### src/rtl/sra2d_pkg.sv
package sra2d_pkg;

	localparam int COORD_WIDTH     = 16;
	localparam int CORDIC_STAGES   = 16;
	localparam int ANGLE_FRAC_BITS = 7;
	localparam int GUARD_BITS      = 8;
	localparam int ZFRAC           = 24;
	localparam int TABLE_LEN       = 24;

	localparam int NSTG = (CORDIC_STAGES < TABLE_LEN) ? CORDIC_STAGES : TABLE_LEN;
	localparam int SHW  = $clog2(TABLE_LEN);

	localparam int XW   = COORD_WIDTH + GUARD_BITS + 3;
	localparam int ZW   = ZFRAC + 10;
	localparam int DW   = ZW + 1;
	localparam int RSH  = ZFRAC - ANGLE_FRAC_BITS;
	localparam int RW   = ANGLE_FRAC_BITS + 11;
	localparam int OW   = 16;
	localparam int IN_W = ((4 * COORD_WIDTH + 7) / 8) * 8;

	localparam logic signed [ZW-1:0] Z180      = ZW'(longint'(180) <<< ZFRAC);
	localparam logic signed [DW-1:0] RND_HALF  = DW'(longint'(1) <<< (RSH - 1));
	localparam logic signed [RW-1:0] HALF_TURN = RW'(180 * (1 << ANGLE_FRAC_BITS));
	localparam logic signed [RW-1:0] FULL_TURN = RW'(360 * (1 << ANGLE_FRAC_BITS));

	// atan(2^-i), degrees at 2^ZFRAC
	localparam logic signed [ZW-1:0] ATAN_TAB [TABLE_LEN] = '{
		754974720, 445687602, 235489088, 119537938, 60000934, 30029717,
		15018523, 7509720, 3754917, 1877466, 938734, 469367,
		234684, 117342, 58671, 29335, 14668, 7334,
		3667, 1833, 917, 458, 229, 115
	};

	typedef struct packed {
		logic signed [XW-1:0] x;
		logic signed [XW-1:0] y;
		logic signed [ZW-1:0] z;
		logic                 zero;
	} vec_t;

	typedef struct packed {
		vec_t a;
		vec_t b;
	} pair_t;

endpackage

### src/rtl/sra2d_post.sv
module sra2d_post (
	input  logic                            clk,
	input  logic                            arst_n,
	input  logic                            v_in,
	input  sra2d_pkg::pair_t                d_in,
	output logic                            rdy_out,
	input  logic                            rdy_in,
	output logic                            v_s2,
	output logic signed [sra2d_pkg::OW-1:0] ang_s2
);

	function automatic logic signed [sra2d_pkg::RW-1:0] wrap1(
		logic signed [sra2d_pkg::RW-1:0] r
	);
		logic signed [sra2d_pkg::RW-1:0] w;
		if (r <= -sra2d_pkg::HALF_TURN) begin
			w = r + sra2d_pkg::FULL_TURN;
		end else if (r > sra2d_pkg::HALF_TURN) begin
			w = r - sra2d_pkg::FULL_TURN;
		end else begin
			w = r;
		end
		return w;
	endfunction

	logic                            v_s1;
	logic signed [sra2d_pkg::RW-1:0] r_s1;
	logic signed [sra2d_pkg::ZW-1:0] za;
	logic signed [sra2d_pkg::ZW-1:0] zb;
	logic signed [sra2d_pkg::DW-1:0] dsum;
	logic signed [sra2d_pkg::DW-1:0] dsh;
	logic signed [sra2d_pkg::RW-1:0] wr;
	logic                            rdy1;
	logic                            rdy2;

	assign za   = d_in.a.zero ? '0 : d_in.a.z;
	assign zb   = d_in.b.zero ? '0 : d_in.b.z;
	assign dsum = sra2d_pkg::DW'(za) - sra2d_pkg::DW'(zb) + sra2d_pkg::RND_HALF;
	assign dsh  = dsum >>> sra2d_pkg::RSH;
	assign wr   = wrap1(wrap1(r_s1));

	assign rdy2    = !v_s2 || rdy_in;
	assign rdy1    = !v_s1 || rdy2;
	assign rdy_out = rdy1;

	always_ff @(posedge clk or negedge arst_n) begin
		if (!arst_n) begin
			v_s1 <= 1'b0;
			v_s2 <= 1'b0;
		end else begin
			if (rdy1) begin
				v_s1 <= v_in;
			end
			if (rdy2) begin
				v_s2 <= v_s1;
			end
		end
	end

	always_ff @(posedge clk) begin
		if (rdy1 && v_in) begin
			r_s1 <= dsh[sra2d_pkg::RW-1:0];
		end
		if (rdy2 && v_s1) begin
			ang_s2 <= sra2d_pkg::OW'(wr);
		end
	end

endmodule

### config.mk
export PLATFORM = sky130hd
export DESIGN_NAME = sra2d_post
export DESIGN_NICKNAME = d
export VERILOG_FILES = /design/src/rtl/sra2d_pkg.sv /design/src/rtl/sra2d_post.sv
export SDC_FILE = /design/constraint.sdc
export NUM_CORES = 1
export LEC_CHECK = 0
export ABC_CLOCK_PERIOD_IN_PS = 4900
export BUFFER_PORTS_ARGS = -buffer_cell sky130_fd_sc_hd__buf_2
export CAP_MARGIN = 10
export CELL_PAD_IN_SITES_DETAIL_PLACEMENT = 0
export CELL_PAD_IN_SITES_GLOBAL_PLACEMENT = 1
export CORE_MARGIN = 4
export CORE_UTILIZATION = 36
export DETAILED_ROUTE_END_ITERATION = 12
export MAX_ROUTING_LAYER = met4
export PLACE_DENSITY_LB_ADDON = 0.1
export RECOVER_POWER = 25
export SLEW_MARGIN = 20
export SYNTH_ARGS = -nofsm -noshare
export SYNTH_HDL_FRONTEND = slang
export SYNTH_SLANG_ARGS = --single-unit
### constraint.sdc
create_clock -name clk -period 4.9 [get_ports clk]
set_input_delay 1.47 -clock clk [delete_from_list [all_inputs] [get_ports clk]]
set_output_delay 1.47 -clock clk [all_outputs]
set_load 0.01 [all_outputs]
==> impl_metrics.env <==
export IMPL_final_nets=790
export IMPL_wl_per_cell_um=13.8
export IMPL_instances_no_fill=677
export IMPL_end_kind="flop"
export IMPL_crit_arrival_ns=4.60
export IMPL_cap_violations=0
export IMPL_p_leak_nw=2.15
export IMPL_diodes=0
export IMPL_synth_seq_cells=36
export IMPL_clockBufferDepth=2
export IMPL_crit_buf_inv=4
export IMPL_rows=38
export IMPL_postSynthAreaPerCell_um2=9.40
export IMPL_pin_count=200
export IMPL_cts_root_buffer="clkbuf_16"
export IMPL_p_total_mw=1.50
export IMPL_antenna_found_initial=0
export IMPL_grt_pass1_wl_mm=16.1
export IMPL_coreArea_um2=11000
export IMPL_finalHoldViolCount=0
export IMPL_cpPeakStageDelay_ns=0.48
export IMPL_final_util_pct=44.7
export IMPL_slew_headroom_pct=49.7
export IMPL_cp_start_kind="primary input"
export IMPL_ys_warnings_count=0
export IMPL_syn_area_um2=4130
export IMPL_worst_ep_required_time_ns=4.92
export IMPL_numPortBuffers=91
export IMPL_drtPass1Iterations=4
export IMPL_cts_buffers=5
export IMPL_cts_tree="built"
export IMPL_fillers=1122
export IMPL_yosysMostFrequentCell="ha_1"
export IMPL_vdd_drop_max_v=0.000176
export IMPL_initial_utilization_pct=37.4
export IMPL_gr_total_overflow=0
export IMPL_hold_buffers=0
export IMPL_setup_worst_path_class="primary input to flop"
export IMPL_area_growth_pct=19.4
export IMPL_synth_top_area_share_pct=24.7
export IMPL_hp_class="flop to flop"
export IMPL_grt_max_degree=19
export IMPL_path_cells="buf_2 -> inv_1 -> buf_12 -> nand2_1 -> ha_1 -> ha_1 -> a211oi_1 -> o21ai_0 -> a221oi_1 -> buf_4 -> nor2_1 -> o41a_1 -> o41ai_4 -> o21ai_1 -> a31oi_1 -> xor2_1"
export IMPL_period_share_pct=93.5
export IMPL_avgViaCountPerCell=5.19
export IMPL_worst_hold_slack_ns=0.473
export IMPL_crit_family="compound AO/OA/AOI/OAI gates"
export IMPL_synth_common_cells="72 x ha_1, 45 x nand2_1, 34 x edfxtp_1, 34 x nor2b_1, 25 x nor2_1"
export IMPL_ys_top_cells_by_area="edfxtp_1 25%, ha_1 22%, nor2b_1 5.2%"
export IMPL_drc=0
export IMPL_cpMaxStageDelayCell="o41a_1"
export IMPL_hpwlAfterDp_mm=8.01
export IMPL_cts_num_sinks=36
export IMPL_slew_violations=0
export IMPL_vias=3511
export IMPL_placed_area_um2=4790
export IMPL_finalInstanceArea_um2=4930
export IMPL_yosys_area_top_type="edfxtp_1"
export IMPL_chipHeight_um=115
export IMPL_drtIter0Drc=182
export IMPL_worst_path_most_repeated_cell="ha_1"
export IMPL_wl_mm=9.35
export IMPL_htreeDepth=2
export IMPL_synth_edf_count=34
export IMPL_fmax_mhz=218
export IMPL_ys_flop_type="edfxtp_1"
export IMPL_yosysSeqAreaShare_pct=25.9
export IMPL_first_global_vias=3546
export IMPL_async_reset_ff_share_pct=5.56
export IMPL_post_cts_buffers=0
export IMPL_ant_nets=0
export IMPL_dp_cells=669
export IMPL_period_minus_slack_ns=4.58
export IMPL_cts_clk_slew_worst_paths_ns=0.06
export IMPL_die_area_um2=13200
export IMPL_netlist_instances=439
export IMPL_outcome="finished clean"
export IMPL_syn_num_nets=693
export IMPL_clk_latency_ns=0.28
export IMPL_grt_usage_pct=15.1
export IMPL_grt_setup_unrepaired="false"
export IMPL_die_w_um=115
export IMPL_gp_congestion=0.907
export IMPL_layout_drive_gt1_share_pct=25.5
export IMPL_skew_ns=0.00524
export IMPL_synth_cell_types=78
export IMPL_power_density_nw_per_um2=304
export IMPL_cp_max_fo=15
export IMPL_finalSetupViolCount=0
export IMPL_worstMarginPinSlew_ns=0.755
export IMPL_ctsResizeCount=0
## metrics by stage
stage / setup TNS (ns) / setup slack [ns]
after CTS: 0 / 0.242
after detailed placement: -0.0273 / -0.0273
after global routing: 0 / 0.0123
after floorplan: 0 / 0.282
final: 0 / 0.318
after global placement: -0.0284 / -0.0284
## sequential cells by signal, indices dropped and copies added, names as in the netlist
register	count
r_s1	18
v_s2	1
ang_s2	16
v_s1	1
## path summary, 6_finish.rpt
path                                     from              endpoint  slack (ns)  depth (start not counted)
max in group asynchronous              arst_n      v_s2$_DFFE_PN0P_        3.81                          1
min                         r_s1[0]$_DFFE_PP_   ang_s2[0]$_DFFE_PP_        0.47                          0
max reg2reg                r_s1[11]$_DFFE_PP_  ang_s2[12]$_DFFE_PP_        1.22                         15
min reg2reg                 r_s1[0]$_DFFE_PP_   ang_s2[0]$_DFFE_PP_        0.47                          0
max                                   d_in[0]    r_s1[17]$_DFFE_PP_        0.32                         16
min in group asynchronous              arst_n      v_s1$_DFFE_PN0N_        0.97                          1
## routing by layer
layer	GRT usage [%]	wire length [um]
met5	-	0
met4	3.83	91
met3	1.74	386
met2	24.8	4480
met1	19.9	4390
## cell type report
type	instances	area (um2)	share of cell area (%)
Clock buffer	5	125	2.54
Clock inverter	3	18.8	0.381
Inverter	15	56.3	1.14
Multi-Input combinational cell	374	2930	59.4
Sequential cell	36	1070	21.7
Tap cell	140	175	3.56
Timing Repair Buffer	104	554	11.2
## report_power, final
part	internal, mW	leakage (nW)	switching [mW]
Clock	0.187	0.0736	0.113
Sequential	0.431	0.346	0.0628
Combinational	0.321	1.73	0.384
## logic make-up after synthesis
logic type               share of synthesized area, %
AND/OR/NAND/NOR                                  23.0
AO/OA/AOI/OAI                                    21.4
adder cells (fa/ha/maj)                          21.8
flip-flops                                       25.9
buffers and inverters                            3.15
XOR/XNOR                                         4.43
multiplexers                                    0.243
## cells in the final DEF, fill, tap and decap left out, drive strengths merged, types with 8 or more instances in the layout
master | Yosys | routed
o211ai | 9 | 9
nand2 | 46 | 46
a21oi | 16 | 16
nor3 | 13 | 13
nand2b | 9 | 9
nor2 | 25 | 25
ha | 72 | 72
xnor2 | 12 | 12
buf | 7 | 95
xor2 | 8 | 8
clkbuf | 7 | 14
o21ai | 21 | 21
nor2b | 34 | 34
inv | 15 | 15
nand3 | 8 | 8
edfxtp | 34 | 34
Note: power is estimated with default switching activity, not from simulation.
