==> config.mk <==
export PLATFORM = sky130hd
export DESIGN_NAME = sra2d_cell
export DESIGN_NICKNAME = d
export VERILOG_FILES = /design/src/rtl/sra2d_pkg.sv /design/src/rtl/sra2d_cell.sv
export SDC_FILE = /design/constraint.sdc
export NUM_CORES = 1
export LEC_CHECK = 0
export ABC_AREA = 1
export BUFFER_PORTS_ARGS = -buffer_cell sky130_fd_sc_hd__buf_2
export CAP_MARGIN = 20
export CORE_MARGIN = 4
export CORE_UTILIZATION = 54
export DETAILED_ROUTE_END_ITERATION = 8
export PLACE_DENSITY = 0.76
export SYNTH_ARGS = -nofsm -noshare
export SYNTH_HDL_FRONTEND = slang
export SYNTH_SLANG_ARGS = --single-unit
==> constraint.sdc <==
create_clock -name clk -period 10 [get_ports clk]
set_input_delay 2 -clock clk [delete_from_list [all_inputs] [get_ports clk]]
set_output_delay 2 -clock clk [all_outputs]
set_load 0.01 [all_outputs]
==> src/rtl/sra2d_pkg.sv <==
package sra2d_pkg;

	localparam int COORD_WIDTH     = 16;
	localparam int CORDIC_STAGES   = 16;
	localparam int ANGLE_FRAC_BITS = 7;
	localparam int GUARD_BITS      = 8;
	localparam int ZFRAC           = 24;
	localparam int TABLE_LEN       = 24;

	localparam int NSTG = (CORDIC_STAGES < TABLE_LEN) ? CORDIC_STAGES : TABLE_LEN;
	localparam int SHW  = $clog2(TABLE_LEN);

	localparam int XW   = COORD_WIDTH + GUARD_BITS + 3;
	localparam int ZW   = ZFRAC + 10;
	localparam int DW   = ZW + 1;
	localparam int RSH  = ZFRAC - ANGLE_FRAC_BITS;
	localparam int RW   = ANGLE_FRAC_BITS + 11;
	localparam int OW   = 16;
	localparam int IN_W = ((4 * COORD_WIDTH + 7) / 8) * 8;

	localparam logic signed [ZW-1:0] Z180      = ZW'(longint'(180) <<< ZFRAC);
	localparam logic signed [DW-1:0] RND_HALF  = DW'(longint'(1) <<< (RSH - 1));
	localparam logic signed [RW-1:0] HALF_TURN = RW'(180 * (1 << ANGLE_FRAC_BITS));
	localparam logic signed [RW-1:0] FULL_TURN = RW'(360 * (1 << ANGLE_FRAC_BITS));

	// atan(2^-i), degrees at 2^ZFRAC
	localparam logic signed [ZW-1:0] ATAN_TAB [TABLE_LEN] = '{
		754974720, 445687602, 235489088, 119537938, 60000934, 30029717,
		15018523, 7509720, 3754917, 1877466, 938734, 469367,
		234684, 117342, 58671, 29335, 14668, 7334,
		3667, 1833, 917, 458, 229, 115
	};

	typedef struct packed {
		logic signed [XW-1:0] x;
		logic signed [XW-1:0] y;
		logic signed [ZW-1:0] z;
		logic                 zero;
	} vec_t;

	typedef struct packed {
		vec_t a;
		vec_t b;
	} pair_t;

endpackage

==> src/rtl/sra2d_cell.sv <==
module sra2d_cell (
	input  logic                         clk,
	input  logic                         arst_n,
	input  logic [sra2d_pkg::SHW-1:0]    sh,
	input  logic                         v_in,
	input  sra2d_pkg::pair_t             d_in,
	output logic                         rdy_out,
	input  logic                         rdy_in,
	output logic                         v_q,
	output sra2d_pkg::pair_t             d_q
);

	function automatic sra2d_pkg::vec_t step(
		sra2d_pkg::vec_t v,
		logic [sra2d_pkg::SHW-1:0] s,
		logic signed [sra2d_pkg::ZW-1:0] ang
	);
		sra2d_pkg::vec_t r;
		logic signed [sra2d_pkg::XW-1:0] xs;
		logic signed [sra2d_pkg::XW-1:0] ys;
		xs = v.x >>> s;
		ys = v.y >>> s;
		r = v;
		if (!v.y[sra2d_pkg::XW-1]) begin
			r.x = v.x + ys;
			r.y = v.y - xs;
			r.z = v.z + ang;
		end else begin
			r.x = v.x - ys;
			r.y = v.y + xs;
			r.z = v.z - ang;
		end
		return r;
	endfunction

	logic signed [sra2d_pkg::ZW-1:0] ang;
	sra2d_pkg::pair_t                d_nxt;

	assign ang = sra2d_pkg::ATAN_TAB[sh];

	always_comb begin
		d_nxt.a = step(d_in.a, sh, ang);
		d_nxt.b = step(d_in.b, sh, ang);
	end

	assign rdy_out = !v_q || rdy_in;

	always_ff @(posedge clk or negedge arst_n) begin
		if (!arst_n) begin
			v_q <= 1'b0;
		end else if (rdy_out) begin
			v_q <= v_in;
		end
	end

	always_ff @(posedge clk) begin
		if (rdy_out && v_in) begin
			d_q <= d_nxt;
		end
	end

endmodule

==> out/summary.md <==
Final non-filler cell area: 26830 um^2. The critical-path cell with the highest stage delay was sky130_fd_sc_hd__inv_2. For this design the static power due to leakage is 13.39 nW. After detailed routing, the total wire length is 84290 um. Synthesis instantiated 53 different standard cells from the library.

Adding up every negative setup slack in the final design gives 0 ns. Counting the fill cells in the layout gives 4532. The most numerous cell type found on the critical path is sky130_fd_sc_hd__o21ai_0. The type of the worst setup path is in -> reg.

The measured slew at the worst slew-check pin came out at 1.034 ns. The post-synthesis average cell area is 6.332 um^2. TritonCTS built the clock tree.

Yosys mapped a number of flops with a built-in enable equal to 178. Dividing the detail-routed wire length by the instance count gives 17.89 um. At the end of the flow the core is filled with cells to 60.54%. The Yosys step of the flow raised 0 warnings.

Detailed placement finished with a half-perimeter wire length of 68810 um. The post-route netlist has 11.70% of its cells at a drive strength greater than 1. The run gives 179 as the clock net sink count. The sum of internal, switching and leakage power was 0.003655 W.

The startpoint kind of the worst setup timing path is an input pin. The signal on the critical path passes through buf_4 -> inv_2 -> ha_1 -> nand2_1 -> inv_1 -> o21ai_1 -> a21boi_1 -> inv_2 -> ha_1 -> o21ai_0 -> inv_1 -> fa_1 -> o21ai_0 -> a21oi_1 -> o21ai_0 -> a31oi_1 -> o21ai_0 -> a21oi_1 -> xnor2_1. Derived from the worst setup path, the maximum achievable clock frequency is 139.1 MHz.

The delay of the slowest critical-path stage is 0.54 ns. Across the run, the number of max-cap violations was 0. The floorplan has 77 rows. The longest clock path from root to sink contains 2 buffers.

The count of endpoints failing hold in the final timing report came out at 0. In this run the tool buffered the top-level ports with 366 buffer cells. The placed instances occupy a cell area of 26210 um^2.

The logs give 7.43 ns for the endpoint arrival time on the critical path and 24940 for the via count of the first global-routing pass. The number of nets in the synthesized netlist is 4209. The run finished with clean final reports.

The tools report the remaining design rule violation count as 0. STA puts the critical path data required time at 10.24 ns. The number of buffers inserted to repair setup after CTS is 0, and the height of the chip is 220.0 um.

The kind of end point of the critical path is a flop. The worst hold path belongs to the class reg -> reg. The die is 220.0 um wide. In the synthesized netlist the async set-or-reset flop fraction comes to 0.5587%. The maximum number of pins on one net before global-route repair is 93, and the number of register bits inferred by synthesis is 179. Among all flip-flop cells after synthesis, the most frequent one is sky130_fd_sc_hd__edfxtp_1. The largest driver fanout on the critical path is 59, and the number of standard cells in the layout, taps in and fillers out is 4711. The detailed-routing iteration count for the pre-antenna-repair pass was 6; the number of antenna violations at the first check in global routing was 3.

Placeable core region: 44320 um^2. Global routing finished with a remaining overflow of 0. The cell at the root of the clock tree is sky130_fd_sc_hd__clkbuf_16. Full die area: 48400 um^2. The final layout contains 4474 nets. The area share of the leading cell type in the synthesized netlist came out at 22.02%.

For the number of ports placed on the die boundary, the log shows 367. The global-route wire length before repair was 128900 um; the power density of the placed cells was 136.2 nW/um^2. For the worst-case clock skew, the log shows 0.009829 ns. For the clock latency on the worst-skew pair, the log shows 0.48 ns.

Sorting the synthesized cells by area gives the leading types as sky130_fd_sc_hd__edfxtp_1 22%, sky130_fd_sc_hd__nand2_1 19%, sky130_fd_sc_hd__nand3_1 10%. The clock slew seen by the registers of the worst setup and hold paths is 0.08 ns, and the tightest slew margin relative to the limit is 30.97%. The logs give 33.80% for the total global routing track utilization and 0 for the total of cells resized after clock tree synthesis. Setup repair after global routing left no endpoint under its margin. The congestion estimate from routability-driven global placement came to 0.9904. The synthesized design spends more area on one cell type than any other, namely sky130_fd_sc_hd__edfxtp_1.

Once detail routing completed, the nets flagged for antenna violations numbered 0. The number of vias per cell after detailed routing is 5.750, and the clock buffer count from CTS is 17. For the finished layout, the period the worst path requires is 7.189 ns. After clock tree synthesis, the flow added hold-fix buffers numbering 0. Of the available clock period, the critical path in the final layout requires 71.89%. The signed area change from the synthesized netlist to the final layout was 10.55%; the number of placed instances with taps included was 4670. The logs give 0 for the final-report max-slew violation count and 0.0001144 V for the worst voltage drop across the vdd grid. The effective utilization at floorplan was 54.77%.

The H-tree was split into 4 levels. After the first detailed-routing iteration, the DRC count stood at 2864. After synthesis, flip-flops and latches occupy 22.13% of the total area. The mapped netlist covers 24270 um^2. Setup violations remaining at the end of the flow were counted as 0.

Gate count after technology mapping: 3833. For the number of vias after detailed routing, the log shows 27090.
[cells in the mapped netlist, types with 13 or more instances]
cell                          n
sky130_fd_sc_hd__o21ai_0    209
sky130_fd_sc_hd__nor3_1      22
sky130_fd_sc_hd__xnor2_1     66
sky130_fd_sc_hd__buf_2       47
sky130_fd_sc_hd__buf_4       16
sky130_fd_sc_hd__edfxtp_1   178
sky130_fd_sc_hd__nand2_1   1230
sky130_fd_sc_hd__inv_1      302
sky130_fd_sc_hd__nor2_2      15
sky130_fd_sc_hd__a31oi_1     18
sky130_fd_sc_hd__nand4_1     35
sky130_fd_sc_hd__a21oi_1    252
sky130_fd_sc_hd__buf_1       23
sky130_fd_sc_hd__ha_1       183
sky130_fd_sc_hd__nand3_1    507
sky130_fd_sc_hd__o21ai_1     26
sky130_fd_sc_hd__xor2_1     160
sky130_fd_sc_hd__o211ai_1    25
sky130_fd_sc_hd__buf_6       19
sky130_fd_sc_hd__clkbuf_1    35
sky130_fd_sc_hd__o21bai_1    16
sky130_fd_sc_hd__o21a_1      13
sky130_fd_sc_hd__nor2_1     314
[critical path: cells and delay by family]
family / cells / cell delay (ns)
xor gates and xnor gates: 1 / 0.14
buffers and inverters: 5 / 1.25
adders and majority gates: 3 / 1.26
and+or+nand+nor: 1 / 0.07
AOI/OAI and AO/OA: 9 / 2.68
[registers in the layout (all words and copies together), names as in the netlist]
signal and cells:
d_q 178, v_q 1
[logic make-up (layout without fill, tap and decap cells)]
kind of cell	after synthesis	count (layout)	share of synthesized area [%]
XOR/XNOR	226	226	8.155
other	0	8	0
AND/OR/NAND/NOR	2176	2176	37.81
flip-flops	179	179	22.13
adder cells (fa/ha/maj)	189	189	9.929
AO/OA/AOI/OAI	610	610	13.88
buffers and inverters	453	731	8.104
[report_power, final]
part           switching [W]  leakage, nW  total, W  internal, W
combinational        0.00123         11.4   0.00190     0.000666
sequential         0.0000350         1.71   0.00108      0.00104
clock               0.000327        0.284  0.000681     0.000354
[layout make-up]
type,count,area [um^2],share of cell area [%]
multi-input combinational,3201,16950,63.15
sequential,179,5370,20.01
timing repair buffer,386,1992,7.424
inverter,313,1180,4.397
tap,592,740.7,2.761
clock buffer,17,425.4,1.585
clock inverter,15,158.9,0.5922
antenna,8,20.02,0.07461
[layer usage]
layer | GRT usage, % | vias to the layer above | part of all wire (%)
met5 | 0 | - | 0.015
met4 | 20.87 | 2 | 6.9
met3 | 4.371 | 251 | 7.3
met2 | 57.27 | 1234 | 47
met1 | 40.70 | 12180 | 39
li1 | - | 13420 | -
[final timing paths]
path	from	endpoint	slack, ns	depth (start not counted)
min in group asynchronous	arst_n	v_q	1.28	1
max	sh[0]	d_q[110]	2.81	19
max in group asynchronous	arst_n	v_q	8.64	1
min	v_q	v_q	0.58	2
max reg2reg	v_q	d_q[152]	7.56	3
min reg2reg	v_q	v_q	0.58	2
[stage by stage]
step	hold slack [ns]	worst slack, ns
after CTS	0.5802	3.019
final	0.5774	2.811
after global routing	0.5951	2.413
after detailed placement	0.5615	2.497
after global placement	0.5657	2.651
after floorplan	0.6314	2.306
[cells in the final DEF (no fill, tap or decap), types with 7 or more instances in the layout]
master                      netlist  layout
sky130_fd_sc_hd__o211ai_1        25      25
sky130_fd_sc_hd__buf_2           47     365
sky130_fd_sc_hd__inv_2            8       9
sky130_fd_sc_hd__xnor2_1         66      66
sky130_fd_sc_hd__a21o_1           9       9
sky130_fd_sc_hd__nor2_4           7       7
sky130_fd_sc_hd__o221ai_1         8       8
sky130_fd_sc_hd__nand3b_1         8       8
sky130_fd_sc_hd__nand3_1        507     507
sky130_fd_sc_hd__nand2_1       1230    1230
sky130_fd_sc_hd__clkbuf_16        0      17
sky130_fd_sc_hd__ha_1           183     183
sky130_fd_sc_hd__a21oi_1        252     251
sky130_fd_sc_hd__o21a_1          13      13
sky130_fd_sc_hd__nand4_1         35      35
sky130_fd_sc_hd__nor2_1         314     314
sky130_fd_sc_hd__o21bai_1        16      16
sky130_fd_sc_hd__xor2_1         160     160
sky130_fd_sc_hd__nand2_2          9       9
sky130_fd_sc_hd__a21boi_0         7       7
sky130_fd_sc_hd__buf_4           16      20
sky130_fd_sc_hd__diode_2          0       8
sky130_fd_sc_hd__o31ai_1          8       8
sky130_fd_sc_hd__a31oi_1         18      18
sky130_fd_sc_hd__o21ai_0        209     209
sky130_fd_sc_hd__o21ai_1         26      26
sky130_fd_sc_hd__nor2_2          15      15
sky130_fd_sc_hd__nor3_1          22      22
sky130_fd_sc_hd__inv_1          302     301
sky130_fd_sc_hd__nor4_1          11      11
sky130_fd_sc_hd__edfxtp_1       178     178
Power figures use the tool's default switching activity.
