## src/rtl/sra2d_pkg.sv

```systemverilog
package sra2d_pkg;

	localparam int COORD_WIDTH     = 16;
	localparam int CORDIC_STAGES   = 16;
	localparam int ANGLE_FRAC_BITS = 7;
	localparam int GUARD_BITS      = 8;
	localparam int ZFRAC           = 24;
	localparam int TABLE_LEN       = 24;

	localparam int NSTG = (CORDIC_STAGES < TABLE_LEN) ? CORDIC_STAGES : TABLE_LEN;
	localparam int SHW  = $clog2(TABLE_LEN);

	localparam int XW   = COORD_WIDTH + GUARD_BITS + 3;
	localparam int ZW   = ZFRAC + 10;
	localparam int DW   = ZW + 1;
	localparam int RSH  = ZFRAC - ANGLE_FRAC_BITS;
	localparam int RW   = ANGLE_FRAC_BITS + 11;
	localparam int OW   = 16;
	localparam int IN_W = ((4 * COORD_WIDTH + 7) / 8) * 8;

	localparam logic signed [ZW-1:0] Z180      = ZW'(longint'(180) <<< ZFRAC);
	localparam logic signed [DW-1:0] RND_HALF  = DW'(longint'(1) <<< (RSH - 1));
	localparam logic signed [RW-1:0] HALF_TURN = RW'(180 * (1 << ANGLE_FRAC_BITS));
	localparam logic signed [RW-1:0] FULL_TURN = RW'(360 * (1 << ANGLE_FRAC_BITS));

	// atan(2^-i), degrees at 2^ZFRAC
	localparam logic signed [ZW-1:0] ATAN_TAB [TABLE_LEN] = '{
		754974720, 445687602, 235489088, 119537938, 60000934, 30029717,
		15018523, 7509720, 3754917, 1877466, 938734, 469367,
		234684, 117342, 58671, 29335, 14668, 7334,
		3667, 1833, 917, 458, 229, 115
	};

	typedef struct packed {
		logic signed [XW-1:0] x;
		logic signed [XW-1:0] y;
		logic signed [ZW-1:0] z;
		logic                 zero;
	} vec_t;

	typedef struct packed {
		vec_t a;
		vec_t b;
	} pair_t;

endpackage

```

## src/rtl/sra2d_pre.sv

```systemverilog
module sra2d_pre (
	input  logic                                   clk,
	input  logic                                   arst_n,
	input  logic                                   v_in,
	input  logic [4*sra2d_pkg::COORD_WIDTH-1:0]    raw,
	output logic                                   rdy_out,
	input  logic                                   rdy_in,
	output logic                                   v_q,
	output sra2d_pkg::pair_t                       d_q
);

	function automatic sra2d_pkg::vec_t prep(
		logic signed [sra2d_pkg::COORD_WIDTH-1:0] cx,
		logic signed [sra2d_pkg::COORD_WIDTH-1:0] cy
	);
		sra2d_pkg::vec_t v;
		logic signed [sra2d_pkg::XW-1:0] gx;
		logic signed [sra2d_pkg::XW-1:0] gy;
		gx = sra2d_pkg::XW'(cx) <<< sra2d_pkg::GUARD_BITS;
		gy = sra2d_pkg::XW'(cy) <<< sra2d_pkg::GUARD_BITS;
		v.zero = (cx == '0) && (cy == '0);
		if (gx[sra2d_pkg::XW-1]) begin
			// left half plane: negate and start at +/-180
			v.x = -gx;
			v.y = -gy;
			v.z = gy[sra2d_pkg::XW-1] ? -sra2d_pkg::Z180 : sra2d_pkg::Z180;
		end else begin
			v.x = gx;
			v.y = gy;
			v.z = '0;
		end
		return v;
	endfunction

	localparam int CW = sra2d_pkg::COORD_WIDTH;

	sra2d_pkg::pair_t d_nxt;

	always_comb begin
		d_nxt.a = prep(raw[CW-1:0], raw[2*CW-1:CW]);
		d_nxt.b = prep(raw[3*CW-1:2*CW], raw[4*CW-1:3*CW]);
	end

	assign rdy_out = !v_q || rdy_in;

	always_ff @(posedge clk or negedge arst_n) begin
		if (!arst_n) begin
			v_q <= 1'b0;
		end else if (rdy_out) begin
			v_q <= v_in;
		end
	end

	always_ff @(posedge clk) begin
		if (rdy_out && v_in) begin
			d_q <= d_nxt;
		end
	end

endmodule

```

## config.mk

```make
export PLATFORM = sky130hd
export DESIGN_NAME = sra2d_pre
export DESIGN_NICKNAME = d
export VERILOG_FILES = /design/src/rtl/sra2d_pkg.sv /design/src/rtl/sra2d_pre.sv
export SDC_FILE = /design/constraint.sdc
export NUM_CORES = 1
export LEC_CHECK = 0
export ABC_AREA = 1
export BUFFER_PORTS_ARGS = -buffer_cell sky130_fd_sc_hd__buf_4
export CORE_AREA = 3 3 108 110
export DETAILED_ROUTE_END_ITERATION = 8
export DIE_AREA = 0 0 111 113
export HOLD_SLACK_MARGIN = 0.03
export PLACE_DENSITY = 0.87
export SYNTH_ARGS = -nofsm -noshare
export SYNTH_HDL_FRONTEND = slang
export SYNTH_SLANG_ARGS = --single-unit
```

## constraint.sdc

```tcl
create_clock -name clk -period 6.14 [get_ports clk]
set_input_delay 0.307 -clock clk [delete_from_list [all_inputs] [get_ports clk]]
set_output_delay 0.307 -clock clk [all_outputs]
set_load 0.02 [all_outputs]
```

==> results of run 1 <==
## stage by stage
stage          power [mW]  hold WS (ps)  util, %  setup WS [ps]
3_5_place_dp        1.029         84.43    56.33           4325
3_3_place_gp        1.022         83.13    56.33           4363
6_report            1.435         140.8    58.34           4319
2_1_floorplan      0.9527         11.41        -           1007
5_1_grt             1.502         121.4    58.34           4207
4_1_cts             1.443         129.6    58.34           4308
## flip-flops by register name, indices dropped and copies added, names as in the netlist
signal / cells
d_q: 84
v_q: 1
## power by group
group	total (mW)	switching, mW	internal (mW)
Clock	0.418	0.191	0.227
Combinational	0.316	0.206	0.109
Sequential	0.701	0.0120	0.689
## cells in the mapped netlist, types with 4 or more instances
cell	instances	area [µm²]
sky130_fd_sc_hd__nor3_1	5	25.02
sky130_fd_sc_hd__edfxtp_1	84	2522
sky130_fd_sc_hd__ha_1	4	50.05
sky130_fd_sc_hd__nor2_2	9	56.30
sky130_fd_sc_hd__nand3_1	53	265.3
sky130_fd_sc_hd__xor2_1	28	245.2
sky130_fd_sc_hd__nand2_1	146	548.0
sky130_fd_sc_hd__o21ai_0	16	80.08
sky130_fd_sc_hd__inv_1	70	262.8
sky130_fd_sc_hd__buf_2	7	35.03
sky130_fd_sc_hd__nor2_1	38	142.6
sky130_fd_sc_hd__nand2_2	4	25.02
sky130_fd_sc_hd__buf_4	94	705.7
## final timing paths
| kind | slack, ps | start | to | cells past startpoint |
|---|---|---|---|---|
| max | 4320 | v_q | d_q[160] | 2 |
| min | 140 | raw[16] | d_q[132] | 1 |
| max reg2reg | 4320 | v_q | d_q[160] | 2 |
| min reg2reg | 600 | v_q | v_q | 2 |
| max in group asynchronous | 5780 | arst_n | v_q | 2 |
| min in group asynchronous | 280 | arst_n | v_q | 2 |
## layer usage
layer,GRT usage (%),wire length (µm),vias to the layer above
li1,-,-,1958
met1,20.02,4136,1775
met2,30.14,5554,189
met3,2.620,871,22
met4,7.718,301,0
met5,0,0,-
## cell families after synthesis
group,count (synthesis)
adder cells (fa/ha/maj),4
XOR/XNOR,30
flip-flops,85
other,1
AND/OR/NAND/NOR,261
buffers and inverters,172
AO/OA/AOI/OAI,18
## cell type report
class,count,area (µm²),share of cell area (%)
Clock buffer,11,131.4,2.087
Clock inverter,5,75.07,1.192
Inverter,70,262.8,4.173
Multi-Input combinational cell,403,1863,29.59
Sequential cell,85,2547,40.46
Tap cell,140,175.2,2.782
Timing Repair Buffer,165,1241,19.71
==> flow_results.org, run 1 <==
** Route
- After detailed routing, the average wire length per cell comes to 12.36 µm.
- Number of remaining DRC errors :: 0
- The detail route stage leaves a number of antenna-violating nets equal to 0.
- Violation count after the first detailed-routing iteration :: 247
- Summed over all layers, the routed wires come to between 10000 and 15000 µm.
- For this run, the detailed router's first-pass iteration total came to 4.
- Dividing the detail-routed via count by the number of cells gives ~4.5.
- Via count :: 3944

** Timing
- Final hold violations :: 0
- Final Skew :: 9.587 ps
- Number of setup violations in the final report :: 0
- Sum Neg Setup Slack :: 0 ps
- Achievable clock frequency :: approximately 550 MHz
- Count of pins over their slew limit :: 0
- At the pin with the least slew margin, the transition time is 1048 ps.
- RSZ-0062 raised after global routing :: no
- After layout, the worst path uses just under 30% of the clock period.
- In this run the tightest slew margin relative to its limit is 30.14%.
- Counting I/O delays and the setup requirement, the final critical path takes 1821 ps.

** Global routing
- Entering global routing, the biggest net connects 85 pins.
- Global route overflow :: 0
- The via count of the first global-routing pass was 3572.
- In the global route stage, overall resource usage came out at 16.85%.
- The number of antenna violations at the first check in global routing was 0.
- Wire length of the first global-routing pass :: between 15000 and 20000 µm

** Worst setup path
- At the worst endpoint, the arrival time is 1780 ps.
- CP Capture Type :: register
- The largest single stage delay on the critical path is 820 ps.
- Slowest stage cell, crit path :: sky130_fd_sc_hd__buf_4
- The number of buffers and inverters on the critical path is 1.
- The worst setup path is of the register to register kind.
- Nature of the critical path startpoint :: register
- The kind of cell with the highest combined delay along the critical path is buffers and inverters.
- Traced cell by cell, the critical path runs through a21oi_4 -> buf_4.
- At the worst endpoint, the required time is 6100 ps.
- In this run the worst path has a maximum fanout of 84.

** Clock network
- Buffers inserted by post-CTS timing repair :: 0
- TritonCTS clock tree :: built
- Buffer depth of the longest clock path :: 2
- The tree built by TritonCTS fans out to 85 sinks.
- Post-CTS sizing :: 0
- Skew-Pair Late Insertion Delay :: 350 ps
- Clock slew seen by the registers of the worst setup and hold paths :: approximately 90 ps
- The clock tree synthesis step divided the H-tree into 3 levels.
- The number of hold buffers added after CTS was 1.
- The root buffer cell chosen for the clock tree is sky130_fd_sc_hd__clkbuf_8.
- Total clock buffers created by CTS :: 9

** Layout
- The area growth from synthesis to layout is 23.94%.
- Most common cell after layout, fill and taps aside :: sky130_fd_sc_hd__buf_4
- Antenna cell count :: 0
- The library cells used most frequently in the layout, excluding fill and tap cells, are sky130_fd_sc_hd__buf_4 (164), sky130_fd_sc_hd__nand2_1 (146), sky130_fd_sc_hd__conb_1 (90), sky130_fd_sc_hd__edfxtp_1 (84), sky130_fd_sc_hd__inv_1 (70).
- Final #Nets :: a little over 800
- Share of layout cells above drive strength 1 :: about a quarter
- Total non-filler cell area in the finished layout :: 6296 µm²
- Post-route non-filler standard cell count :: 879
- The layout has 926 filler cells.

** Worst hold path
- The tightest min-delay check is of the primary input to register type.

** Synthesis
- Synthesized area :: between 5000 and 6000 µm²
- Summing the areas of all and, or, nand and nor instances in the mapped netlist gives 21.87% of the synthesized area.
- Counting flops with a built-in enable in the synthesized netlist gives 84.
- Counting distinct cell types in the post-synthesis netlist gives 23.
- During synthesis, Yosys emitted a total of 0 warnings.
- Post-synth ARST share :: under 10%
- Top flip-flop cell by instance count after synthesis :: sky130_fd_sc_hd__edfxtp_1
- Main combinational cell family by area after synthesis :: simple AND/OR/NAND/NOR gates
- Summing the areas of all compound-gate instances in the mapped netlist gives under 10% of the synthesized area.
- The portion of synthesized area spent on multiplexers is 0%.
- Sequential fraction of the synthesis area :: 50.15%
- Share of synthesized cell area in full adder, half adder and majority cells :: 0.9852%
- Gate Count Post-Synth :: 571
- Synthesized-area fraction occupied by xor and xnor cells :: under 10%
- Dividing the synthesized area by the synthesized cell count gives 8.896 µm².
- Seq cells post-synth :: 85

** Power
- Maximum ir drop on the vdd rail :: about 0.00012 V
- Leakage dissipation :: 3.133 nW
- Total power density per cell area :: 227.9 nW/µm²

** Die
- The floorplan has 38 rows.
- The core region is 10790 µm².
- The die is between 100 and 150 µm wide.
- The floorplan step set the die height to 113 µm.
- Initial core utilization :: 47.07%
- Number of placed I/O pins :: 248
- The floorplan step defined a die boundary enclosing 12540 µm².

** Placed design
- In this run the cell area measured after placement is 6080 µm².
- Once detailed placement completed, the half-perimeter wirelength came to approximately 8400 µm.
- Number of port buffers :: between 150 and 200
- Final weighted congestion in routability-driven placement :: ~0.88
- Placed Cells incl. Taps :: 862

** Job
- Max-capacitance violation count :: 0

** Status
- Status :: complete, no violations
No activity file was read; power rests on OpenSTA's default activity.
==> run 2: changes to the inputs <==
Clock period 6.14 ns to 1.7 ns, I/O delays scaled along.
==> run 2 against run 1 <==
- clock skew increased by 3.7 ps
- critical path type is now primary input to register
- count of clock-buffer cells in the layout unchanged
- core utilization up 2.1 points
- combinational power grew to 3.8 times the previous value
- clock power grew to 3.3 times the previous value
- cell count is 2.6% higher
- non-clock buffer count increased by 23
- sequential share of layout area fell by 1.4 points
- setup slack worse by 4200 ps
==> flow_results.org, run 2 (synthesized netlist as in run 1, its figures left out) <==
** Die
- The placement row count came to 38 (unchanged).
- The floorplan core area is 10790 µm² (unchanged).
- The number of ports placed on the die boundary is 248 (unchanged).
- Die outline width :: 111 µm (unchanged)
- The y dimension of the die is 113 µm (unchanged).
- Initial core utilization :: 47.07% (unchanged)
- Overall die area :: 12540 µm² (unchanged)

** Layout
- The share of cells above drive strength 1 was 25.85% (-0.13 points).
- The library cells used most frequently in the layout, excluding fill and tap cells, are sky130_fd_sc_hd__buf_4 (165), sky130_fd_sc_hd__nand2_1 (146), sky130_fd_sc_hd__conb_1 (90), sky130_fd_sc_hd__edfxtp_1 (84), sky130_fd_sc_hd__inv_1 (70).
- Antenna cell count :: 0 (unchanged)
- Layout Area Growth over Synthesis :: 28.37%
- The final net count came to 829 (+2.9%).
- Leaving out fill and tap cells, the most frequent cell in the layout is sky130_fd_sc_hd__buf_4.
- Count of filler cells inserted in the layout :: 884 (-4.5%)
- The fraction of the core area covered by cells at the end of the flow came to 60.42% (+2.1 points).
- The largest registers in the layout are d_q x84, v_q x1.
- Ranked by flip-flop count, first place goes to d_q.
- The final instance count without filler cells came to 902 (+2.6%).
- The number of flip-flops in the largest register came to 84 (unchanged).

** Global routing
- Via count of the first global-routing pass :: 3799 (+6.4%)
- GRT Util Overall :: 18.02% (+1.2 points)
- The overall overflow remaining after global route came to 0 (unchanged).
- Wire length of the first global-routing pass :: 18250 µm (+6.8%)
- The number of antenna violations at the first check in global routing was 0 (unchanged).
- The largest net degree at the start of global routing was 44 (-48%).

** Power
- Leakage dissipation :: 3.231 nW (+3.1%)
- Total power density per cell area :: 784.4 nW/µm² (+240%)
- Maximum ir drop on the vdd rail :: 0.0004546 V (+290%)

** Timing
- Final Skew :: 13.27 ps (+3.688 ps)
- Post-route worst setup slack :: 154.3 ps (-4164 ps)
- The number of failing hold endpoints at the final stage came to 0 (unchanged).
- Achievable clock frequency :: around 650 MHz
- RSZ-0062 raised after global routing :: no
- Sum Neg Setup Slack :: 0 ps (unchanged)
- Period utilization :: 90.93%
- Number of setup violations in the final report :: 0 (unchanged)
- Count of pins over their slew limit :: 0 (unchanged)
- Minimum clock period :: approximately 1500 ps

** Placed design
- Half-perimeter wire length after detailed placement :: 8821 µm (+4.7%)
- The number of cells after detailed placement came to 865 (+0.35%).
- Number of port buffers :: 163 (unchanged)
- The worst-case setup slack after placement came to 344.3 ps (-3981 ps).
- Final weighted congestion in routability-driven placement :: 0.8652 (-1.2%)

** Clock network
- The clock transition time at the flip-flop clock pins of the worst setup and hold paths came to 90 ps (about the same).
- The clock latency on the worst-skew pair is 350 ps (about the same).
- TritonCTS clock tree :: built
- Total clock buffers created by CTS :: 9 (unchanged)
- The number of buffers on the longest clock path is 2 (unchanged).
- H-tree depth reported by CTS :: 3 (unchanged)
- Sink count of the clock tree :: 85 (unchanged)
- Post-CTS sizing :: 0 (unchanged)
- Clock root cell :: sky130_fd_sc_hd__clkbuf_8
- Buffers inserted by post-CTS timing repair :: 0 (unchanged)

** Route
- The detailed-route wire length is 11680 µm (+7.5%).
- Number of remaining DRC errors :: 0 (unchanged)
- The detail-routed via count per cell is 4.569 (+1.8%).
- Via count :: 4121 (+4.5%)
- The number of nets with antenna violations after detailed routing came to 0 (unchanged).
- Violation count after the first detailed-routing iteration :: 311 (+26%)
- The detailed-routing iteration count for the pre-antenna-repair pass is 6 (+2).
- The routed length per instance is 12.95 µm (+4.8%).

** Worst setup path
- Most frequent cell on the critical path :: sky130_fd_sc_hd__nand2_1
- CP Capture Type :: register
- The largest fanout of any net on the critical path is 3 (-96%).
- By startpoint and endpoint, the worst setup path is classified as primary input to register.
- Critical path's top delay family :: buffers and inverters
- Slowest stage cell, crit path :: sky130_fd_sc_hd__dlygate4sd3_1
- Traced cell by cell, the critical path runs through dlygate4sd3_1 -> buf_4 -> inv_1 -> ha_1 -> nand3_1 -> nor2_2 -> nand2_1 -> nand2_1 -> nand2_1 -> nand2_1 -> nand2_1.
- The largest incremental delay on the critical path was 530 ps (-290 ps).
- The data required time of the critical path came to 1820 ps (-4280 ps).
- Nature of the critical path startpoint :: primary input
- The arrival time of data at the critical path endpoint is 1660 ps (-120 ps).
- The buffer and inverter count on the worst path was 3 (+2).

** Status
- Status :: complete, no violations

** Job
- The count of max-cap constraint violations is 0 (unchanged).

** Worst hold path
- The min-delay analysis places its worst path in the category primary input to register.
-- run 2: worst paths after layout --
kind	endpoint	from	cells past startpoint	slack (ps)
setup / recovery	d_q[171]	raw[0]	11	150
setup reg to reg	d_q[70]	v_q	2	450
max in group asynchronous	v_q	arst_n	2	1550
min in group asynchronous	v_q	arst_n	2	60
hold / removal	v_q	rdy_in	4	40
hold reg to reg	v_q	v_q	2	570
-- run 2: metal layers --
metal,part of all wire [%],global-route usage (%)
met5,0,0
met4,3.6,9.113
met3,8.0,3.316
met2,51,31.59
met1,38,21.27
-- run 2: power breakdown --
part	leakage, nW	internal, mW	total [mW]	switching [mW]
clock	0.0907	0.671	1.38	0.707
sequential	0.817	2.48	2.53	0.0455
combinational	2.32	0.440	1.21	0.768
-- run 2: repair_timing --
action,4_1_cts,5_1_grt
endpoints found under the setup margin,0,0
endpoints found under the hold margin,21,2
hold buffers,19,2
-- run 2: area by class of cell --
type	count	area, µm²	area share (%)
multi-input combinational	403	1863	28.57
clock inverter	5	51.30	0.7866
timing repair buffer	188	1489	22.83
tap	140	175.2	2.686
inverter	70	262.8	4.029
clock buffer	11	131.4	2.015
sequential	85	2549	39.08
-- run 2: per-stage QoR --
step | power (mW) | hold WS [ps] | instance area (µm²)
after floorplan | 3.431 | -210.6 | 5426
after CTS | 5.140 | 30.73 | 6501
after global routing | 5.373 | 31.96 | 6521
after detailed placement | 3.738 | -138.5 | 6128
final | 5.116 | 42.97 | 6521
after global placement | 3.712 | -140.2 | 6128
-- run 2: worst register-to-register path, cell delays in order (launching register included) --
cell,delay [ps]
sky130_fd_sc_hd__dfrtp_2,440
sky130_fd_sc_hd__a21oi_4,210
sky130_fd_sc_hd__buf_12,270
==> run 3: changes to the inputs <==
Settings changed: CORE_AREA 3 3 108 110 to 3 3 104 106, DIE_AREA 0 0 111 113 to 0 0 107 109, PLACE_DENSITY 0.87 to 0.92.
Clock period 1.7 ns to 1.91 ns, I/O delays scaled along.
==> run 3 against run 2 <==
- sequential share of layout area is 0.25 points higher
- global-route usage is 0.46 points higher
- routed wire length is 2.6% lower
- largest cell class unchanged
- sequential power is 11% lower
- highest routed layer unchanged
- critical path depth is 2 lower
- count of clock-buffer cells in the layout is 1 lower
==> flow_results.org, run 3 (synthesized netlist as in run 1, its figures left out) <==
** Layout
- The share of cells above drive strength 1 came to 25.99% (+0.14 points).
- Commonest non-fill, non-tap cells in the layout :: sky130_fd_sc_hd__buf_4 (164), sky130_fd_sc_hd__nand2_1 (146), sky130_fd_sc_hd__conb_1 (90), sky130_fd_sc_hd__edfxtp_1 (84), sky130_fd_sc_hd__inv_1 (70)
- d_q holds more flip-flops than any other register.
- Share of the core filled with cells :: 65.69% (+5.3 points)
- Final #Nets :: 825 (-0.48%)
- Most common cell after layout, fill and taps aside :: sky130_fd_sc_hd__buf_4
- Area of combinational cells with multiple inputs :: 1863 µm² (unchanged)
- Count of filler cells inserted in the layout :: 778 (-12%)
- Layout Area Growth over Synthesis :: 27.56%
- The area of all placed cells without fillers came to 6480 µm² (-0.63%).
- The largest registers in the layout are d_q x84, v_q x1.
- Area used by sequential logic in the layout :: 2549 µm² (unchanged)
- The number of flip-flops in the largest register came to 84 (unchanged).
- The final antenna diode count is 0 (unchanged).

** Clock network
- Total clock buffers created by CTS :: 9 (unchanged)
- H-tree depth reported by CTS :: 3 (unchanged)
- CTS placed an instance of sky130_fd_sc_hd__clkbuf_8 at the clock tree root.
- The clock latency on the worst-skew pair is 350 ps (about the same).
- TritonCTS built the clock tree.
- Buffer depth of the longest clock path :: 2 (unchanged)
- Sink count of the clock tree :: 85 (unchanged)
- The buffers inserted during post-CTS setup optimization is 0 (unchanged).
- Clock slew seen by the registers of the worst setup and hold paths :: 90 ps (about the same)

** Power
- The power per standard cell area was 707.6 nW/µm² (-9.8%).
- The sequential power share was 49.1% (-0.4 points).
- The total internal power was 3.207 mW (-11%).
- The leakage power total came to 3.207 nW (-0.72%).
- Overall Power :: 4.585 mW (-10%)
- The clock network fraction of design power was 27.8% (+0.9 points).
- The combinational group share of total power was 23.2% (-0.4 points).
- Net switching share of the total power :: 30.06% (+0.33 points)
- The worst vdd rail ir drop was 0.0003531 V (-22%).
- The switching power is 1.378 mW (-9.4%).

** Timing
- The number of failing hold endpoints at the final stage is 0 (unchanged).
- The setup TNS after final layout came to 0 ps (unchanged).
- RSZ-0062 raised after global routing :: no
- Period utilization :: approximately 84%
- Number of setup violations in the final report :: 0 (unchanged)
- The max-slew violation count was 0 (unchanged).
- Subtracting the final worst setup slack from the clock period gives 1609 ps.
- Achievable clock frequency :: just over 600 MHz
- Final Skew :: 16.89 ps (+3.616 ps)

** Global routing
- The largest net degree at the start of global routing is 85 (+93%).
- Wire length of the first global-routing pass :: 16700 µm (-8.5%)
- The via count of the first global-routing pass came to 3581 (-5.7%).
- Global route overflow :: 0 (unchanged)
- The global routing usage summed across all routing layers is 18.48% (+0.46 points).
- Number of antenna violations at the first check in global routing :: 0 (unchanged)

** Worst setup path
- The data required time of the critical path came to 2000 ps (+180 ps).
- The most numerous cell type found on the critical path is sky130_fd_sc_hd__nand3_1.
- The arrival time of data at the critical path endpoint is 1700 ps (+40 ps).
- Critical path's top delay family :: buffers and inverters
- The largest fanout of any net on the critical path came to 3 (unchanged).
- STA classifies the critical path startpoint as a primary input.
- The largest incremental delay on the critical path is 570 ps (+40 ps).
- Cell-by-cell listing of the critical path :: dlygate4sd3_1 -> buf_4 -> inv_1 -> ha_1 -> nand3_1 -> nor2_1 -> nand3_1 -> nand3_1 -> nand2_1
- The buffer and inverter count on the worst path came to 3 (unchanged).
- CP Capture Type :: register
- The largest individual stage delay along the critical path comes from the cell sky130_fd_sc_hd__dlygate4sd3_1.
- By startpoint and endpoint, the worst setup path is classified as primary input to register.

** Route
- First drt pass iteration count :: 5 (-1)
- The detailed-route wire length is 11380 µm (-2.6%).
- Number of remaining DRC errors :: 0 (unchanged)
- Number of nets with antenna violations after routing :: 0 (unchanged)
- The routed length per instance came to 12.78 µm (-1.3%).
- Violation count after the first detailed-routing iteration :: 248 (-20%)
- The total number of vias is 4066 (-1.3%).
- The detail-routed via count per cell is 4.563 (-0.12%).

** Placed design
- The global placer's final weighted congestion is 0.8636 (-0.18%).
- Number of port buffers :: 163 (unchanged)
- The post-DP HPWL is 8574 µm (-2.8%).
- Post-detailed-placement cell area :: 6092 µm² (-0.59%)

** Die
- The die extent in x is 107 µm (-3.6%).
- The area of the die is 11660 µm² (-7.0%).
- Number of placed I/O pins :: 248 (unchanged)
- The placement row count came to 36 (-5.3%).
- The floorplan core area came to 9864 µm² (-8.6%).
- The effective utilization at floorplan is 51.50% (+4.4 points).
- The y dimension of the die is 109 µm (-3.5%).

** Job
- Max-capacitance violation count :: 0 (unchanged)

** Status
- Status :: complete, no violations

** Worst hold path
- The worst hold path belongs to the class primary input to register.
==> run 3: changes by cell type in the layout (fill, tap and decap cells not counted) <==
cell,before,now
sky130_fd_sc_hd__buf_12,2,1
sky130_fd_sc_hd__clkinv_1,1,0
sky130_fd_sc_hd__inv_6,0,2
sky130_fd_sc_hd__clkinv_2,2,0
sky130_fd_sc_hd__clkbuf_1,2,1
sky130_fd_sc_hd__clkinvlp_4,1,3
sky130_fd_sc_hd__dlygate4sd3_1,21,19
sky130_fd_sc_hd__buf_4,165,164
==> run 3: layout make-up <==
| class | count | area share (%) |
|---|---|---|
| clock buffers | 10 | 1.969 |
| inverters | 70 | 4.055 |
| clock inverters | 6 | 1.081 |
| repair buffers | 184 | 22.24 |
| flip-flops and latches | 85 | 39.33 |
| well taps | 133 | 2.568 |
| multi-input cells | 403 | 28.75 |
==> run 3: power by group through the flow <==
stage / Combinational (mW) / Sequential, mW / Clock (mW)
after floorplan: 0.605 / 2.45 / 0
after global placement: 1.00 / 2.29 / 0
after detailed placement: 1.02 / 2.29 / 0
after CTS: 1.06 / 2.25 / 1.32
after global routing: 1.15 / 2.26 / 1.41
final: 1.06 / 2.25 / 1.27
==> run 3: timing repair <==
action / 4_1_cts / 5_1_grt
hold endpoints to repair: 20 / 0
hold buffers: 19 / 0
gates resized for setup: 0 / 0
==> run 3: final timing paths <==
path,start,end,slack [ps],cells past startpoint
worst max register to register,v_q,d_q[77],550,2
min in group asynchronous,arst_n,v_q,70,2
worst max-delay path,raw[48],d_q[61],300,9
worst min-delay path,raw[38],d_q[76],60,2
max in group asynchronous,arst_n,v_q,1750,2
worst min register to register,v_q,v_q,580,2
==> run 3: per-stage QoR <==
step / setup WS [ps] / hold slack [ps] / instances
final: 300.6 / 59.65 / 891
after global routing: 250.2 / 34.38 / 891
after CTS: 371.5 / 32.14 / 891
after detailed placement: 530.3 / -127.6 / 856
after global placement: 592.8 / -126.0 / 856
after floorplan: -422.0 / -200.1 / 660
==> run 3: routing by layer <==
layer  wire, µm  global-route usage [%]  part of all wire, %  vias up
li1           -                       -                    -     1999
met2       5990                   33.36                   53      229
met4        298                   7.945                  2.6        0
met3        885                   2.901                  7.8       25
met1       4208                   21.91                   37     1813
met5          0                       0                    0        -
